==> config.mk <==
export PLATFORM = sky130hd
export DESIGN_NAME = sliding_window_sender_fast_retx_core
export DESIGN_NICKNAME = d
export VERILOG_FILES = /design/src/sv/swfr_pkg.sv /design/src/sv/swfr_ram.sv /design/src/sv/swfr_front.sv /design/src/sv/swfr_back.sv /design/src/sv/sliding_window_sender_fast_retx_core.sv
export VERILOG_INCLUDE_DIRS = /design/src /design/src/sv
export SDC_FILE = /design/constraint.sdc
export NUM_CORES = 1
export LEC_CHECK = 0
export BUFFER_PORTS_ARGS = -buffer_cell sky130_fd_sc_hd__buf_4
export CAP_MARGIN = 15
export CORE_ASPECT_RATIO = 1.5
export CORE_MARGIN = 5
export CORE_UTILIZATION = 45
export DETAILED_ROUTE_END_ITERATION = 10
export SLEW_MARGIN = 10
export SYNTH_ARGS = -nofsm -noshare
export SYNTH_HDL_FRONTEND = slang
export SYNTH_SLANG_ARGS = --single-unit
==> constraint.sdc <==
create_clock -name i_clk -period 5.3 [get_ports i_clk]
set_input_delay 0.265 -clock i_clk [delete_from_list [all_inputs] [get_ports i_clk]]
set_output_delay 0.265 -clock i_clk [all_outputs]
set_load 0.02 [all_outputs]
==> src/sv/assert_macros.svh <==
// Assertion macros used by the top level of the sliding window sender.
`ifndef ASSERT_MACROS_SVH
`define ASSERT_MACROS_SVH

// General form with an explicit clock and active-low reset.
`define SWFR_ASSERT(lbl, clk, rst_n, prop) \
    lbl: assert property (@(posedge clk) disable iff (!rst_n) prop) \
        else $error("sliding window sender assertion failed");

// Short form for modules that use the house clock and reset names.
`define SWFR_ASSERT_CLK(lbl, prop) `SWFR_ASSERT(lbl, i_clk, i_rst_n, prop)

`endif

==> src/sv/swfr_pkg.sv <==
// Package with types, constants and codes of the sliding window sender.
package swfr_pkg;

    localparam int SEQ_W       = 4;
    localparam int SEQ_SPACE   = 1 << SEQ_W;
    localparam int DATA_BITS   = 32;
    localparam int WL_W        = 4;
    localparam int DT_W        = 3;
    localparam int CFG_IDX_W   = 2;
    localparam int CFG_DATA_W  = 4;
    localparam int MAX_WINDOW  = 8;
    localparam int DUP_MAX     = 7;
    localparam int WL_RESET    = 8;
    localparam int DT_RESET    = 3;
    localparam int FQ_DEPTH    = 4;
    localparam int FQ_AW       = $clog2(FQ_DEPTH);
    localparam int OQ_DEPTH    = 4;
    localparam int OQ_AW       = $clog2(OQ_DEPTH);

    localparam logic [CFG_IDX_W-1:0] REG_WINDOW_LIMIT  = CFG_IDX_W'(0);
    localparam logic [CFG_IDX_W-1:0] REG_DUP_THRESHOLD = CFG_IDX_W'(1);

    typedef enum logic [1:0] {
        CMD_SEND  = 2'd0,
        CMD_ACK   = 2'd1,
        CMD_TIMER = 2'd2,
        CMD_NONE  = 2'd3
    } t_cmd;

    typedef struct packed {
        t_cmd                 cmd;
        logic [DATA_BITS-1:0] data;
        logic [SEQ_W-1:0]     seq;
    } t_item;

    typedef struct packed {
        logic [WL_W-1:0] window_limit;
        logic [DT_W-1:0] dup_threshold;
    } t_cfg;

    typedef struct packed {
        logic                 accepted;
        logic                 tx_valid;
        logic [SEQ_W-1:0]     tx_seq;
        logic [DATA_BITS-1:0] tx_data;
        logic                 tx_is_retry;
        logic                 stop_valid;
        logic [SEQ_W-1:0]     stop_seq;
        logic                 start_valid;
        logic [SEQ_W-1:0]     start_seq;
        logic [SEQ_W-1:0]     window_base;
        logic [SEQ_W-1:0]     outstanding;
        logic                 window_full;
    } t_result;

endpackage

==> src/sv/swfr_ram.sv <==
// Generic single-port-write, single-port-read RAM with a registered read.
module swfr_ram #(
    parameter int WIDTH = 32,
    parameter int DEPTH = 16,
    localparam int AW = $clog2(DEPTH)
) (
    input  logic             i_clk,
    input  logic             i_we,
    input  logic [AW-1:0]    i_waddr,
    input  logic [WIDTH-1:0] i_wdata,
    input  logic             i_re,
    input  logic [AW-1:0]    i_raddr,
    output logic [WIDTH-1:0] o_rdata
);

    logic [WIDTH-1:0] r_mem [DEPTH];
    logic [WIDTH-1:0] r_rdata;

    always_ff @(posedge i_clk) begin
        if (i_we) begin
            r_mem[i_waddr] <= i_wdata;
        end
        if (i_re) begin
            r_rdata <= r_mem[i_raddr];
        end
    end

    assign o_rdata = r_rdata;

endmodule

==> src/sv/swfr_front.sv <==
// Front end: accepts input items, classifies them and queues them for the back end.
module swfr_front import swfr_pkg::*; (
    input  logic                 i_clk,
    input  logic                 i_rst_n,
    input  logic                 i_push,
    output logic                 o_full,
    input  logic [1:0]           i_cmd,
    input  logic [DATA_BITS-1:0] i_payload,
    input  logic [SEQ_W-1:0]     i_ack_num,
    input  logic                 i_ack_check_ok,
    input  logic [SEQ_W-1:0]     i_timer_seq,
    output logic                 o_valid,
    output t_item                o_item,
    input  logic                 i_take
);

    t_item            r_q [FQ_DEPTH];
    logic [FQ_AW-1:0] r_wp, n_wp;
    logic [FQ_AW-1:0] r_rp, n_rp;
    logic [FQ_AW:0]   r_cnt, n_cnt;
    logic             push;
    t_item            cls;

    // An acknowledgement with a bad checksum is queued as no command and changes no window state.
    always_comb begin
        cls.data = i_payload;
        cls.seq  = '0;
        case (t_cmd'(i_cmd))
            CMD_SEND: begin
                cls.cmd = CMD_SEND;
            end
            CMD_ACK: begin
                cls.cmd = i_ack_check_ok ? CMD_ACK : CMD_NONE;
                cls.seq = i_ack_num;
            end
            CMD_TIMER: begin
                cls.cmd = CMD_TIMER;
                cls.seq = i_timer_seq;
            end
            default: begin
                cls.cmd = CMD_NONE;
            end
        endcase
    end

    assign o_full  = (r_cnt == (FQ_AW+1)'(FQ_DEPTH));
    assign push    = i_push && !o_full;
    assign o_valid = (r_cnt != '0);
    assign o_item  = r_q[r_rp];

    always_comb begin
        n_wp  = push ? r_wp + 1'b1 : r_wp;
        n_rp  = i_take ? r_rp + 1'b1 : r_rp;
        n_cnt = r_cnt + (FQ_AW+1)'(push) - (FQ_AW+1)'(i_take);
    end

    always_ff @(posedge i_clk) begin
        if (!i_rst_n) begin
            r_wp  <= '0;
            r_rp  <= '0;
            r_cnt <= '0;
        end else begin
            r_wp  <= n_wp;
            r_rp  <= n_rp;
            r_cnt <= n_cnt;
        end
    end

    always_ff @(posedge i_clk) begin
        if (push) begin
            r_q[r_wp] <= cls;
        end
    end

endmodule

==> src/sv/swfr_back.sv <==
// Back end: window state, payload ring, result staging and the result queue.
module swfr_back import swfr_pkg::*; (
    input  logic    i_clk,
    input  logic    i_rst_n,
    input  t_cfg    i_cfg,
    input  logic    i_valid,
    input  t_item   i_item,
    output logic    o_take,
    output logic    o_empty,
    input  logic    i_pop,
    output t_result o_result
);

    logic [SEQ_W-1:0] r_base, n_base;
    logic [SEQ_W-1:0] r_next, n_next;
    logic [SEQ_W-1:0] r_last, n_last;
    logic [DT_W-1:0]  r_dup, n_dup;

    logic [SEQ_W-1:0] pend, n_pend, gap;
    logic [WL_W-1:0]  lim;
    logic [DT_W-1:0]  thr;
    t_result          res;
    logic             use_ram;
    logic             ram_we;
    logic [DATA_BITS-1:0] ram_q;

    logic             r_b_valid;
    t_result          r_b_res;
    logic             r_b_ram;

    t_result          r_oq [OQ_DEPTH];
    logic [OQ_AW-1:0] r_owp, r_orp;
    logic [OQ_AW:0]   r_ocnt, n_ocnt, occ;
    logic             pop;
    t_result          entry;

    assign occ     = r_ocnt + (OQ_AW+1)'(r_b_valid);
    assign o_take  = i_valid && (occ < (OQ_AW+1)'(OQ_DEPTH));
    assign o_empty = (r_ocnt == '0);
    assign pop     = i_pop && !o_empty;

    always_comb begin
        pend    = r_next - r_base;
        lim     = (i_cfg.window_limit > WL_W'(MAX_WINDOW)) ? WL_W'(MAX_WINDOW)
                                                           : i_cfg.window_limit;
        thr     = (i_cfg.dup_threshold == '0) ? DT_W'(1) : i_cfg.dup_threshold;
        gap     = i_item.seq - r_base;
        res     = '0;
        use_ram = 1'b0;
        ram_we  = 1'b0;
        n_base  = r_base;
        n_next  = r_next;
        n_last  = r_last;
        n_dup   = r_dup;
        case (i_item.cmd)
            CMD_SEND: begin
                if (WL_W'(pend) < lim) begin
                    ram_we       = 1'b1;
                    res.accepted = 1'b1;
                    res.tx_valid = 1'b1;
                    res.tx_seq   = r_next;
                    res.tx_data  = i_item.data;
                    if (r_base == r_next) begin
                        res.start_valid = 1'b1;
                        res.start_seq   = r_base;
                    end
                    n_next = r_next + 1'b1;
                end
            end
            CMD_ACK: begin
                if (i_item.seq == r_last) begin
                    if (r_dup != DT_W'(DUP_MAX)) begin
                        n_dup = r_dup + 1'b1;
                    end
                end else begin
                    n_last = i_item.seq;
                    n_dup  = DT_W'(1);
                end
                if ((n_dup >= thr) && (gap < pend)) begin
                    use_ram         = 1'b1;
                    res.tx_valid    = 1'b1;
                    res.tx_is_retry = 1'b1;
                    res.tx_seq      = i_item.seq;
                    res.stop_valid  = 1'b1;
                    res.stop_seq    = i_item.seq;
                    res.start_valid = 1'b1;
                    res.start_seq   = i_item.seq;
                end
                if ((gap != '0) && (gap <= pend)) begin
                    res.stop_valid = 1'b1;
                    res.stop_seq   = r_base;
                    n_base         = i_item.seq;
                    if (i_item.seq != r_next) begin
                        res.start_valid = 1'b1;
                        res.start_seq   = i_item.seq;
                    end
                end
            end
            CMD_TIMER: begin
                if (gap < pend) begin
                    use_ram         = 1'b1;
                    res.tx_valid    = 1'b1;
                    res.tx_is_retry = 1'b1;
                    res.tx_seq      = i_item.seq;
                    res.stop_valid  = 1'b1;
                    res.stop_seq    = i_item.seq;
                    res.start_valid = 1'b1;
                    res.start_seq   = i_item.seq;
                end
            end
            default: begin
            end
        endcase
        n_pend          = n_next - n_base;
        res.window_base = n_base;
        res.outstanding = n_pend;
        res.window_full = (WL_W'(n_pend) >= lim);
    end

    swfr_ram #(
        .WIDTH (DATA_BITS),
        .DEPTH (SEQ_SPACE)
    ) u_ring (
        .i_clk   (i_clk),
        .i_we    (o_take && ram_we),
        .i_waddr (r_next),
        .i_wdata (i_item.data),
        .i_re    (o_take && use_ram),
        .i_raddr (i_item.seq),
        .o_rdata (ram_q)
    );

    always_comb begin
        entry = r_b_res;
        if (r_b_ram) begin
            entry.tx_data = ram_q;
        end
        n_ocnt = r_ocnt + (OQ_AW+1)'(r_b_valid) - (OQ_AW+1)'(pop);
    end

    always_ff @(posedge i_clk) begin
        if (!i_rst_n) begin
            r_base    <= SEQ_W'(1);
            r_next    <= SEQ_W'(1);
            r_last    <= '0;
            r_dup     <= '0;
            r_b_valid <= 1'b0;
            r_owp     <= '0;
            r_orp     <= '0;
            r_ocnt    <= '0;
        end else begin
            if (o_take) begin
                r_base <= n_base;
                r_next <= n_next;
                r_last <= n_last;
                r_dup  <= n_dup;
            end
            r_b_valid <= o_take;
            if (r_b_valid) begin
                r_owp <= r_owp + 1'b1;
            end
            if (pop) begin
                r_orp <= r_orp + 1'b1;
            end
            r_ocnt <= n_ocnt;
        end
    end

    always_ff @(posedge i_clk) begin
        if (o_take) begin
            r_b_res <= res;
            r_b_ram <= use_ram;
        end
        if (r_b_valid) begin
            r_oq[r_owp] <= entry;
        end
    end

    assign o_result = r_oq[r_orp];

endmodule

==> src/sv/sliding_window_sender_fast_retx_core.sv <==
// Top level of the sliding window sender with fast retransmission.
// Each result passes through the back-end staging register and the result queue to the ports.
// Throughput: one item per cycle unless the result queue is full, set by the back-end window
// state update and the one read port of the payload ring.
// Reset is synchronous and active low: queues empty, base and next sequence 1, registers
// at their defaults; the payload ring is not cleared.
`include "assert_macros.svh"

module sliding_window_sender_fast_retx_core import swfr_pkg::*; (
    input  logic                  i_clk,
    input  logic                  i_rst_n,
    input  logic                  i_push,
    output logic                  o_full,
    input  logic [1:0]            i_cmd,
    input  logic [DATA_BITS-1:0]  i_payload,
    input  logic [SEQ_W-1:0]      i_ack_num,
    input  logic                  i_ack_check_ok,
    input  logic [SEQ_W-1:0]      i_timer_seq,
    output logic                  o_empty,
    input  logic                  i_pop,
    output logic                  o_accepted,
    output logic                  o_tx_valid,
    output logic [SEQ_W-1:0]      o_tx_seq,
    output logic [DATA_BITS-1:0]  o_tx_data,
    output logic                  o_tx_is_retry,
    output logic                  o_stop_valid,
    output logic [SEQ_W-1:0]      o_stop_seq,
    output logic                  o_start_valid,
    output logic [SEQ_W-1:0]      o_start_seq,
    output logic [SEQ_W-1:0]      o_window_base,
    output logic [SEQ_W-1:0]      o_outstanding,
    output logic                  o_window_full,
    input  logic                  i_cfg_we,
    input  logic [CFG_IDX_W-1:0]  i_cfg_idx,
    input  logic [CFG_DATA_W-1:0] i_cfg_data
);

    logic [WL_W-1:0] r_window_limit;
    logic [DT_W-1:0] r_dup_threshold;
    t_cfg            cfg;
    logic            q_valid;
    t_item           q_item;
    logic            take;
    t_result         result;

    always_ff @(posedge i_clk) begin
        if (!i_rst_n) begin
            r_window_limit  <= WL_W'(WL_RESET);
            r_dup_threshold <= DT_W'(DT_RESET);
        end else if (i_cfg_we) begin
            case (i_cfg_idx)
                REG_WINDOW_LIMIT: begin
                    r_window_limit <= i_cfg_data[WL_W-1:0];
                end
                REG_DUP_THRESHOLD: begin
                    r_dup_threshold <= i_cfg_data[DT_W-1:0];
                end
                default: begin
                end
            endcase
        end
    end

    assign cfg.window_limit  = r_window_limit;
    assign cfg.dup_threshold = r_dup_threshold;

    swfr_front u_front (
        .i_clk          (i_clk),
        .i_rst_n        (i_rst_n),
        .i_push         (i_push),
        .o_full         (o_full),
        .i_cmd          (i_cmd),
        .i_payload      (i_payload),
        .i_ack_num      (i_ack_num),
        .i_ack_check_ok (i_ack_check_ok),
        .i_timer_seq    (i_timer_seq),
        .o_valid        (q_valid),
        .o_item         (q_item),
        .i_take         (take)
    );

    swfr_back u_back (
        .i_clk    (i_clk),
        .i_rst_n  (i_rst_n),
        .i_cfg    (cfg),
        .i_valid  (q_valid),
        .i_item   (q_item),
        .o_take   (take),
        .o_empty  (o_empty),
        .i_pop    (i_pop),
        .o_result (result)
    );

    assign o_accepted    = result.accepted;
    assign o_tx_valid    = result.tx_valid;
    assign o_tx_seq      = result.tx_seq;
    assign o_tx_data     = result.tx_data;
    assign o_tx_is_retry = result.tx_is_retry;
    assign o_stop_valid  = result.stop_valid;
    assign o_stop_seq    = result.stop_seq;
    assign o_start_valid = result.start_valid;
    assign o_start_seq   = result.start_seq;
    assign o_window_base = result.window_base;
    assign o_outstanding = result.outstanding;
    assign o_window_full = result.window_full;

    `SWFR_ASSERT_CLK(a_retry_has_tx, !o_empty && o_tx_is_retry |-> o_tx_valid)
    `SWFR_ASSERT_CLK(a_accept_fresh, !o_empty && o_accepted |-> o_tx_valid && !o_tx_is_retry)
    `SWFR_ASSERT_CLK(a_window_bound, !o_empty |-> o_outstanding <= SEQ_W'(MAX_WINDOW))

endmodule

==> reports/results.txt, run 1 <==
Status -> completed
Worst Hold Class -> in -> reg
Final setup skew -> 0.02704 ns
Pin count of the biggest net entering global routing -> 140
Total CTS buffers -> 94
Clock group share of total power -> 24.7%
Die X -> 252.8 um
Sw frac -> 33.06%
Top FF cell, synth -> edfxtp_1
Clk pin slew, worst setup/hold paths -> 0.06 ns
Post-Route Setup TNS -> 0 ns
# rows -> 133
H-tree Lvls -> 3
Worst setup EP type -> register
Worst rel slew slack -> 28.53%
Worst Tran Pin Value -> 1.067 ns
Pre-antenna DRT Iters -> 5
Hold Vio Cnt, Final -> 0
ANT nets after route -> 0
DR top layer -> met4
Final Slew Violations -> 0
Area leader, netlist -> edfxtp_1
Die Height -> 374.2 um
Synth Cell Area -> 0.03980 mm2
Antenna violations before repair -> 1
Warnings from Yosys -> 0
Critical path launch point type -> register
Worst EP arrival -> 5.29 ns
Die area -> 0.09461 mm2
P_leak -> 15.26 nW
Area contributors post-synth -> edfxtp_1 74%, mux4_2 9.0%, nand2_1 2.5%
Final period utilization -> 92.08%
Unrepaired setup endpoints after global routing -> false
Vias -> 19800
Port Buffers -> 113
Gate Count Post-Synth -> 2134
Final setup fails -> 0
M1 WL -> 34430 um
IO Count -> 114
Core area -> 0.08770 mm2
Combinational power share -> 33.4%
Met3 WL -> 4522 um
Seq/Total Area, Yosys -> 76.46%
Setup ws final -> 0.4200 ns
Yosys reg bits -> 1027
N_diodes -> 0
Vias in the first global route -> 20880
Post-DP HPWL -> 49280 um
Drt first-iter violations -> 1609
Met2 routed WL -> 45310 um
Area Overhead vs Synth -> 15.24%
Drt wl/cell -> 24.31 um
Syn_area_per_cell -> 18.65 um2
R2r setup slk -> 0.42 ns
Detailed Route WL -> 86470 um
Max Cap Viol -> 0
Post-Route Utilization -> 52.30%
P per Cell Area -> 609.0 mW/mm2
Sequential share of power -> 41.9%
Initial Util -> 45.38%
Psw -> 9.234 mW
Unique cell type count in the Yosys netlist -> 53
Place WS -> 0.2760 ns
Share of layout cells above drive strength 1 -> 22.74%
Worst Setup Path Type -> reg -> reg
RePlAce Congestion -> 0.8307
Remaining global-route overflow -> 0
CP required -> 5.71 ns
Bufs on Longest Clock Path -> 3
Vias per inst -> 5.568
Post-synth ARST share -> 0%
Number of fill cells -> 6900
EDFF count, synth -> 986
Max VDD drop -> 0.5333 mV
Int Pwr -> 18.70 mW
CTS tree -> built
Post-CTS setup buffers -> 0
Remaining DRCs -> 0
Fmax -> 0.2049 GHz
# clock sinks -> 1027
Syn Nets -> 2242
Critical path peak fanout -> 11
Post-layout minimum cycle time -> 4.880 ns
First-pass GRT wire length -> 131100 um
Nets -> 2441
Tot GR Track Use -> 18.32%
Area fraction of the dominant cell type after synthesis -> 74.39%
Root buf cell -> clkbuf_16
Worst skew pair latency -> 0.68 ns
[synth_stat cells, types with 4 or more instances]
cell type	n
a22o_1	4
a21boi_0	6
clkbuf_1	63
and2_1	29
mux2i_1	46
nor2b_1	20
buf_2	31
nand2b_1	5
fa_1	4
inv_1	31
a32oi_1	32
mux4_2	159
a21o_1	6
mux2_2	33
dfxtp_1	41
nor3_1	6
xor2_1	8
nand3_1	69
edfxtp_1	986
buf_1	11
nand4_1	34
a21oi_1	11
and3_1	35
ha_1	50
a22oi_1	40
o21ai_0	15
nor2_1	36
nand2_1	264
xnor2_1	23
[metrics by stage]
| step | instances | hold slack (ns) | power, mW | cell area, um2 |
|---|---|---|---|---|
| after floorplan | 2134 | 0.3639 | 17.91 | 39800 |
| after global placement | 3341 | 0.4607 | 21.00 | 42300 |
| after detailed placement | 3341 | 0.4695 | 21.28 | 42300 |
| after CTS | 3557 | 0.01765 | 28.22 | 45860 |
| after global routing | 3557 | 0.07187 | 29.40 | 45870 |
| final | 3557 | 0.07662 | 27.93 | 45870 |
[cell type report]
| class | instances | area [um2] | share of cell area [%] |
|---|---|---|---|
| clock buffers | 111 | 2437 | 5.314 |
| clock inverters | 62 | 690.7 | 1.506 |
| inverters | 33 | 123.9 | 0.2701 |
| multi-input cells | 964 | 8935 | 19.48 |
| flip-flops and latches | 1027 | 30440 | 66.36 |
| well taps | 1147 | 1435 | 3.129 |
| repair buffers | 213 | 1807 | 3.939 |
[what timing repair did]
item | 4_1_cts | 5_1_grt
hold buffers | 43 | 0
hold endpoints to repair | 145 | 0
setup endpoints to repair | 0 | 1
resized for setup | 0 | 2
[cell families after synthesis]
kind of cell	synth area share, %
flip-flops	76.46
AND/OR/NAND/NOR	6.017
multiplexers	11.12
buffers and inverters	1.512
AO/OA/AOI/OAI	2.377
adder cells (fa/ha/maj)	1.773
XOR/XNOR	0.7419
[power groups by stage]
stage | logic [mW] | clock network, mW | registers [mW]
after global placement | 9.17 | 0 | 11.8
after CTS | 9.44 | 7.06 | 11.7
final | 9.33 | 6.90 | 11.7
after detailed placement | 9.39 | 0 | 11.9
after floorplan | 6.25 | 0 | 11.7
after global routing | 10.2 | 7.41 | 11.8
[worst max-delay path, stage by stage (launching register included)]
cell and delay [ns]:
dfxtp_2 0.38, mux4_4 0.67, ha_1 0.30, nand2_1 0.06
o21ai_2 0.19, xor3_1 0.23, inv_1 0.06, ha_1 0.29
nand2_1 0.07, o21bai_1 0.16, a2bb2oi_1 0.21, nor2b_2 0.10
nand2b_4 0.15, mux2i_2 0.28, ha_1 0.31, a21oi_1 0.13
o21ai_0 0.11, xnor2_1 0.20, xnor2_1 0.16, xnor2_1 0.16
ha_1 0.25, o21ai_0 0.08, nand2b_1 0.08
[state kept, by name, indices dropped and copies added (netlist names), 25 cells and up, named ones only]
| name | cells |
|---|---|
| u_back.u_ring.r_mem | 512 |
| u_back.r_oq | 232 |
| u_back.r_b_res | 32 |
| u_back.entry | 25 |
| u_front.r_q | 152 |
| u_back.u_ring.o_rdata | 32 |
[cells in the final DEF, fill, tap and decap left out, types with 17 or more instances in the layout]
master and n:
a22oi_1 40, a32oi_1 32, and2_1 20, and3_1 35
buf_4 162, clkbuf_16 95, clkinv_1 20, dfxtp_1 37
dlygate4sd3_1 43, edfxtp_1 986, ha_1 50, inv_1 31
mux2_2 33, mux2i_1 45, mux4_2 158, nand2_1 264
nand3_1 69, nand4_1 34, nor2_1 20, nor2b_1 17
xnor2_1 23
[final timing paths]
| path | startpoint | endpoint | cells past startpoint |
|---|---|---|---|
| worst max-delay path | register | u_back.entry[0] | 22 |
| worst min-delay path | i_cfg_idx[1] | r_dup_threshold[1] | 4 |
| worst max register to register | register | u_back.entry[0] | 22 |
| worst min register to register | u_back.r_last[3] | u_back.r_last[3] | 2 |
[metal layers]
layer,vias to the layer above,global-route usage (%)
li1,8822,-
met1,10280,23.56
met2,561,32.20
met3,146,2.967
met4,0,5.462
met5,-,0
Note: power is estimated with default switching activity, not from simulation.
==> inputs of run 2 (changes only) <==
--- a/config.mk
+++ b/config.mk
@@ -10,8 +10,9 @@
 export CAP_MARGIN = 15
 export CORE_ASPECT_RATIO = 1.5
 export CORE_MARGIN = 5
-export CORE_UTILIZATION = 45
+export CORE_UTILIZATION = 50
 export DETAILED_ROUTE_END_ITERATION = 10
+export PLACE_DENSITY = 0.69
 export SLEW_MARGIN = 10
 export SYNTH_ARGS = -nofsm -noshare
 export SYNTH_HDL_FRONTEND = slang
==> run 2 against run 1 <==
  * Sequential power about the same
  * Die area fell by 9.7%
  * Register-to-register slack lost 0.12 ns
  * Maximum frequency is 2.4% lower
  * Sequential cell count did not move
==> reports/results.txt, run 2 (same netlist as run 1, synthesis figures left out) <==
Status -> completed
Drt first-iter violations -> 1554 (-3.4%)
Share of layout cells above drive strength 1 -> 22.25% (-0.49 points)
ANT nets after route -> 0 (unchanged)
Largest Register -> u_back.u_ring.r_mem
Critical path peak fanout -> 11 (unchanged)
Clk pin slew, worst setup/hold paths -> 0.06 ns (about the same)
Fmax -> 0.2001 GHz (-2.4%)
IO Count -> 114 (unchanged)
Worst Setup Path Type -> reg -> reg
Area Overhead vs Synth -> 13.76%
Int Pwr -> 18.20 mW (-2.7%)
Initial Util -> 50.49% (+5.1 points)
Die area -> 0.08546 mm2 (-9.7%)
Crit path to -> u_back.entry[0]
Pre-antenna DRT Iters -> 5 (unchanged)
Vias in the first global route -> 20570 (-1.5%)
CTS tree -> built
Die X -> 240.4 um (-4.9%)
First-pass GRT wire length -> 125500 um (-4.3%)
Most frequent cells in the layout -> 986 x edfxtp_1, 264 x nand2_1, 163 x buf_4
Port Buffers -> 113 (unchanged)
Final period utilization -> 94.29% (+2.2 points)
Sw frac -> 33.14% (+0.082 points)
Post-Route Utilization -> 57.44% (+5.1 points)
R2r setup slk -> 0.30 ns (-0.12 ns)
Final setup skew -> 0.03296 ns (+0.005912 ns)
Core area -> 0.07883 mm2 (-10%)
Vias per inst -> 5.817 (+4.5%)
Number of fill cells -> 5883 (-15%)
Drt wl/cell -> 24.42 um (+0.46%)
Final setup fails -> 0 (unchanged)
Remaining DRCs -> 0 (unchanged)
CP cell instances -> mux4_4, ha_1, nand2_1, o21ai_1, xor3_1, inv_1, ha_1, nand2_1, o21bai_1, a2bb2oi_2, nor2b_2, nand2b_4, nand2_1, o21ai_0, ha_1, fa_1, inv_1, ha_1, a21oi_1, nor2b_1, o21ai_0, nand2b_1
Max reg flops -> 512 (unchanged)
Post-layout minimum cycle time -> 4.998 ns (+0.1175 ns)
P per Cell Area -> 601.3 mW/mm2 (-1.3%)
Detailed Route WL -> 83390 um (-3.6%)
Placed cell count -> 3213 (-3.8%)
Root buf cell -> clkbuf_16
Vias -> 19870 (+0.31%)
Commonest non-fill, non-tap cell in the layout -> edfxtp_1
Clock group share of total power -> 23.1% (-1.6 points)
Fin cells -> 3415 (-4.0%)
Hold Vio Cnt, Final -> 0 (unchanged)
Combinational power share -> 33.8% (+0.4 points)
RePlAce Congestion -> 0.8040 (-3.2%)
Bufs on Longest Clock Path -> 3 (unchanged)
CP peak stage delay -> 0.69 ns (+0.02 ns)
Max VDD drop -> 0.5702 mV (+6.9%)
Psw -> 9.022 mW (-2.3%)
Remaining global-route overflow -> 0 (unchanged)
H-tree Lvls -> 3 (unchanged)
Worst skew pair latency -> 0.65 ns (-0.03 ns)
FF-to-FF End -> u_back.entry[0]
# rows -> 126 (-5.3%)
# clock sinks -> 1027 (unchanged)
Die Height -> 355.5 um (-5.0%)
Total Power -> 27.23 mW (-2.5%)
Worst rel slew slack -> 28.53% (about the same)
Antenna violations before repair -> 0 (-1)
Final hold slack -> 0.08502 ns (+0.008398 ns)
Tot GR Track Use -> 19.46% (+1.1 points)
P_leak -> 15.07 nW (-1.3%)
Critical path launch point type -> register
Sequential share of power -> 43.1% (+1.2 points)
Cells on worst reg2reg path -> 22 (unchanged)
CP required -> 5.68 ns (-0.03 ns)
Crit-path most repeated cell -> ha_1
N_diodes -> 0 (unchanged)
Nets -> 2429 (-0.49%)
CP max-delay cell -> mux4_4
Pin count of the biggest net entering global routing -> 142 (+1.4%)
Worst Tran Pin Value -> 1.072 ns (+0.004867 ns)
Worst setup EP type -> register
Top Registers -> u_back.u_ring.r_mem (512), u_back.r_oq (232), u_front.r_q (152)
Max Cap Viol -> 0 (unchanged)
Total CTS buffers -> 89 (-5.3%)
Worst Hold Class -> in -> reg
Worst EP arrival -> 5.38 ns (+0.09 ns)
Post-DP HPWL -> 48250 um (-2.1%)
Final Slew Violations -> 0 (unchanged)
run 2: changes by cell type in the layout (fill, tap and decap cells not counted), moves of 2 or more:
cell           delta
bufinv_16         -7
buf_12            -5
clkbuf_16         -3
clkinvlp_4        -3
dlygate4sd3_1     -3
clkinv_2          +2
run 2: repair_timing:
item                                   CTS  global route
setup endpoints to repair                0             1
buffers inserted                         0             1
resized for setup                        0             2
hold buffers                            40             0
endpoints found under the hold margin  137             0
run 2: worst min-delay path by stage:
stage                  startpoint  cells after the start            endpoint  slack [ns]
3_3_place_gp   r_dup_threshold[0]                      2  r_dup_threshold[0]        0.46
2_1_floorplan        i_payload[6]                      0  u_front.r_q[0][10]        0.36
6_report             i_cfg_idx[1]                      4   r_window_limit[2]        0.09
4_1_cts              i_cfg_idx[1]                      4   r_window_limit[2]        0.04
5_1_grt              i_cfg_idx[1]                      4   r_window_limit[1]        0.08
3_5_place_dp        i_payload[19]                      1  u_front.r_q[1][23]        0.47
run 2: stage by stage:
stage	area, um2	setup TNS, ns	setup WS, ns
after floorplan	39800	0	0.04066
after global placement	42050	0	0.2287
after detailed placement	42050	0	0.1267
after CTS	45260	0	0.1262
after global routing	45280	-0.0009708	-0.0009708
final	45280	0	0.3024
run 2: final cells by class:
type / count / area, um2 / area share [%]
clock buffers: 108 / 2362 / 5.217
flip-flops and latches: 1027 / 30440 / 67.22
clock inverters: 53 / 451.7 / 0.9976
inverters: 33 / 123.9 / 0.2736
multi-input cells: 964 / 8937 / 19.74
well taps: 1024 / 1281 / 2.830
repair buffers: 206 / 1684 / 3.720
run 2: per-layer routing:
layer	GRT usage, %	up-vias	share of wire (%)
met5	0	-	0
met4	5.609	0	2.2
met3	2.594	119	5.9
met2	34.78	699	54
met1	25.03	10270	38
li1	-	8780	-
run 2: worst max-delay path: cells and delay by family, from the launching register on:
kind	cells	cell delay (ns)
AO/OA/AOI/OAI	6	0.88
XOR/XNOR	1	0.30
AND/OR/NAND/NOR	7	0.68
multiplexers	1	0.69
flip-flops	1	0.44
adder cells (fa/ha/maj)	5	1.65
buffers and inverters	2	0.13
run 2: power by group through the flow:
stage	Clock, mW	Combinational (mW)	Sequential (mW)
after floorplan	0	6.25	11.7
after global placement	0	8.93	11.8
after detailed placement	0	9.15	11.9
after CTS	6.43	9.21	11.7
after global routing	6.75	9.98	11.8
final	6.29	9.21	11.7
==> inputs of run 3 (changes only) <==
--- a/config.mk
+++ b/config.mk
@@ -6,6 +6,8 @@
 export SDC_FILE = /design/constraint.sdc
 export NUM_CORES = 1
 export LEC_CHECK = 0
+export ABC_AREA = 1
+export ABC_CLOCK_PERIOD_IN_PS = 5300
 export BUFFER_PORTS_ARGS = -buffer_cell sky130_fd_sc_hd__buf_4
 export CAP_MARGIN = 15
 export CORE_ASPECT_RATIO = 1.5
==> run 3 against run 2 <==
  * Area after synthesis increased by 3.5%
  * Core utilization down 0.61 points
  * Hold slack got worse by 0.010 ns
  * Register-to-register slack gained 0.21 ns
  * Sequential power is essentially flat
  * First-iteration DRC count grew 42%
  * Final area is 3.1% higher
  * Worst setup slack better by 0.21 ns
  * Global-route usage up 2.6 points
  * Critical path type unchanged
  * Largest cell class unchanged
==> reports/results.txt, run 3 <==
Status -> completed
Vias in the first global route -> 24840 (+21%)
Total CTS buffers -> 87 (-2.2%)
Area leader, netlist -> edfxtp_1
Post-Route Setup TNS -> 0 ns (unchanged)
Unique cell type count in the Yosys netlist -> 46 (-13%)
Drt wl/cell -> 22.66 um (-7.2%)
Max Cap Viol -> 0 (unchanged)
Crit-path most repeated cell -> nand2_1
Tot GR Track Use -> 22.03% (+2.6 points)
Antenna violations before repair -> 8 (+8)
Vias -> 25380 (+28%)
Initial Util -> 50.13% (-0.36 points)
Synth cell count leaders -> 986 x edfxtp_1, 660 x nor2_1, 351 x o21ai_0
Die X -> 244.3 um (+1.6%)
Share of layout cells above drive strength 1 -> 13.72% (-8.5 points)
Core area -> 0.08216 mm2 (+4.2%)
Post-DP HPWL -> 57910 um (+20%)
CP peak stage delay -> 0.51 ns (-0.18 ns)
Area Overhead vs Synth -> 13.37%
Area of the multi-input gates -> 0.009671 mm2 (+8.2%)
Most frequent cells in the layout -> 986 x edfxtp_1, 644 x nor2_1, 351 x o21ai_0
Worst skew pair latency -> 0.66 ns (about the same)
Total Power -> 30.17 mW (+11%)
P per Cell Area -> 646.2 mW/mm2 (+7.5%)
IO Count -> 114 (unchanged)
Final setup skew -> 0.02647 ns (-0.006490 ns)
ANT nets after route -> 0 (unchanged)
Worst Tran Pin Value -> 1.042 ns (-0.03052 ns)
Worst setup EP type -> register
Fmax -> 0.2087 GHz (+4.3%)
Critical path launch point type -> register
Syn_area_per_cell -> 13.21 um2 (-29%)
Warnings from Yosys -> 0 (unchanged)
Place WS -> 0.4078 ns (+0.2811 ns)
RePlAce Congestion -> 0.9066 (+13%)
Worst Setup Path Type -> reg -> reg
Top Registers -> u_back.u_ring.r_mem (512), u_back.r_oq (232), u_front.r_q (152)
R2r setup slk -> 0.51 ns (+0.21 ns)
Yosys reg bits -> 1027 (unchanged)
Final setup fails -> 0 (unchanged)
Vias per inst -> 5.796 (-0.36%)
Detailed Route WL -> 99250 um (+19%)
Worst Hold Class -> in -> reg
Root buf cell -> clkbuf_16
First-pass GRT wire length -> 149100 um (+19%)
Final period utilization -> 90.40% (-3.9 points)
Nets -> 3359 (+38%)
# clock sinks -> 1027 (unchanged)
Bufs on Longest Clock Path -> 3 (unchanged)
Pin count of the biggest net entering global routing -> 155 (+9.2%)
Final Slew Violations -> 0 (unchanged)
Die Height -> 361.5 um (+1.7%)
EDFF count, synth -> 986 (unchanged)
Hold Vio Cnt, Final -> 0 (unchanged)
Max VDD drop -> 0.5029 mV (-12%)
Synth Cell Area -> 0.04118 mm2 (+3.5%)
# rows -> 129 (+2.4%)
Worst EP arrival -> 5.19 ns (-0.19 ns)
P_leak -> 15.96 nW (+5.9%)
Sequential cell area -> 0.03044 mm2 (about the same)
Critical path peak fanout -> 9 (-2)
Worst rel slew slack -> 30.56% (+2.0 points)
Clk pin slew, worst setup/hold paths -> 0.06 ns (about the same)
Area fraction of the dominant cell type after synthesis -> 71.90% (-2.5 points)
Max reg flops -> 512 (unchanged)
CTS tree -> built
Die area -> 0.08832 mm2 (+3.4%)
Remaining DRCs -> 0 (unchanged)
Number of fill cells -> 6394 (+8.7%)
Syn Nets -> 3225 (+44%)
Top FF cell, synth -> edfxtp_1
Gate Count Post-Synth -> 3117 (+46%)
Largest Register -> u_back.u_ring.r_mem
Unrepaired setup endpoints after global routing -> false
Post-layout minimum cycle time -> 4.791 ns (-0.2065 ns)
Area contributors post-synth -> edfxtp_1 72%, nor2_1 6.0%, o21ai_0 4.3%
Setup ws final -> 0.5089 ns (+0.2065 ns)
Post-CTS setup buffers -> 0 (unchanged)
CP required -> 5.70 ns (+0.02 ns)
Seq/Total Area, Yosys -> 73.89% (-2.6 points)
Pre-antenna DRT Iters -> 6 (+1)
Drt first-iter violations -> 2206 (+42%)
Post-synth ARST share -> 0% (unchanged)
Commonest non-fill, non-tap cell in the layout -> edfxtp_1
Top-count cell post-synth -> edfxtp_1
CP max-delay cell -> fa_1
Port Buffers -> 113 (unchanged)
Remaining global-route overflow -> 0 (unchanged)
H-tree Lvls -> 3 (unchanged)
run 3: changes by cell type after synthesis, moves of 45 or more:
cell and change:
nand2_1 -70, inv_1 +65, o21ai_0 +336, mux2i_1 -46, o211ai_1 +85, nor2_1 +624
mux4_2 -159, a21oi_1 +73, o31ai_1 +45, o22ai_1 +58
run 3: metal layers:
layer / wire length [um] / part of all wire [%] / track usage (%)
met5: 33 / 0.033 / 0
met4: 4116 / 4.1 / 8.777
met1: 37960 / 38 / 27.56
met2: 50830 / 51 / 38.89
met3: 6306 / 6.4 / 3.096
run 3: what timing repair did:
action / 4_1_cts / 5_1_grt
resized for setup: 0 / 3
endpoints found under the setup margin: 0 / 1
hold buffers: 46 / 0
hold endpoints to repair: 137 / 0
run 3: final timing paths:
check	from	end	cells past startpoint
max	register	u_back.entry[0]	28
min	i_cfg_we	r_dup_threshold[2]	5
max reg2reg	register	u_back.entry[0]	28
min reg2reg	u_back.r_orp[1]	register	2
run 3: where the power goes:
group / switching [mW] / total (mW) / internal [mW]
registers: 0.463 / 12.0 / 11.5
clock network: 2.85 / 6.47 / 3.62
logic: 8.35 / 11.7 / 3.37
run 3: layout make-up:
class / count / area share (%)
Clock inverter: 51 / 1.179
Antenna cell: 8 / 0.04288
Clock buffer: 110 / 5.044
Timing Repair Buffer: 229 / 4.170
Multi-Input combinational cell: 1803 / 20.71
Tap cell: 1048 / 2.809
Inverter: 103 / 0.8442
Sequential cell: 1027 / 65.20
run 3: cell families after synthesis:
group                    synth area share (%)
AO/OA/AOI/OAI                           10.45
XOR/XNOR                               0.3433
adder cells (fa/ha/maj)                 1.714
buffers and inverters                   3.078
flip-flops                              73.89
multiplexers                           0.8750
AND/OR/NAND/NOR                         9.652
run 3: worst max-delay path, delay by kind of cell, from the launching register on:
kind	cells	cell delay [ns]
AO/OA/AOI/OAI	4	0.74
buffers and inverters	5	0.40
flip-flops	1	0.37
adder cells (fa/ha/maj)	5	1.69
AND/OR/NAND/NOR	14	1.33
run 3: through the flow:
step	cells	utilization, %	hold WS (ns)	instance area, um2
2_1_floorplan	3117	-	0.3639	41190
3_3_place_gp	4164	52.69	0.4442	43290
3_5_place_dp	4164	52.69	0.4503	43290
4_1_cts	4371	56.79	0.03782	46650
5_1_grt	4373	56.81	0.07364	46670
6_report	4379	56.83	0.07493	46690
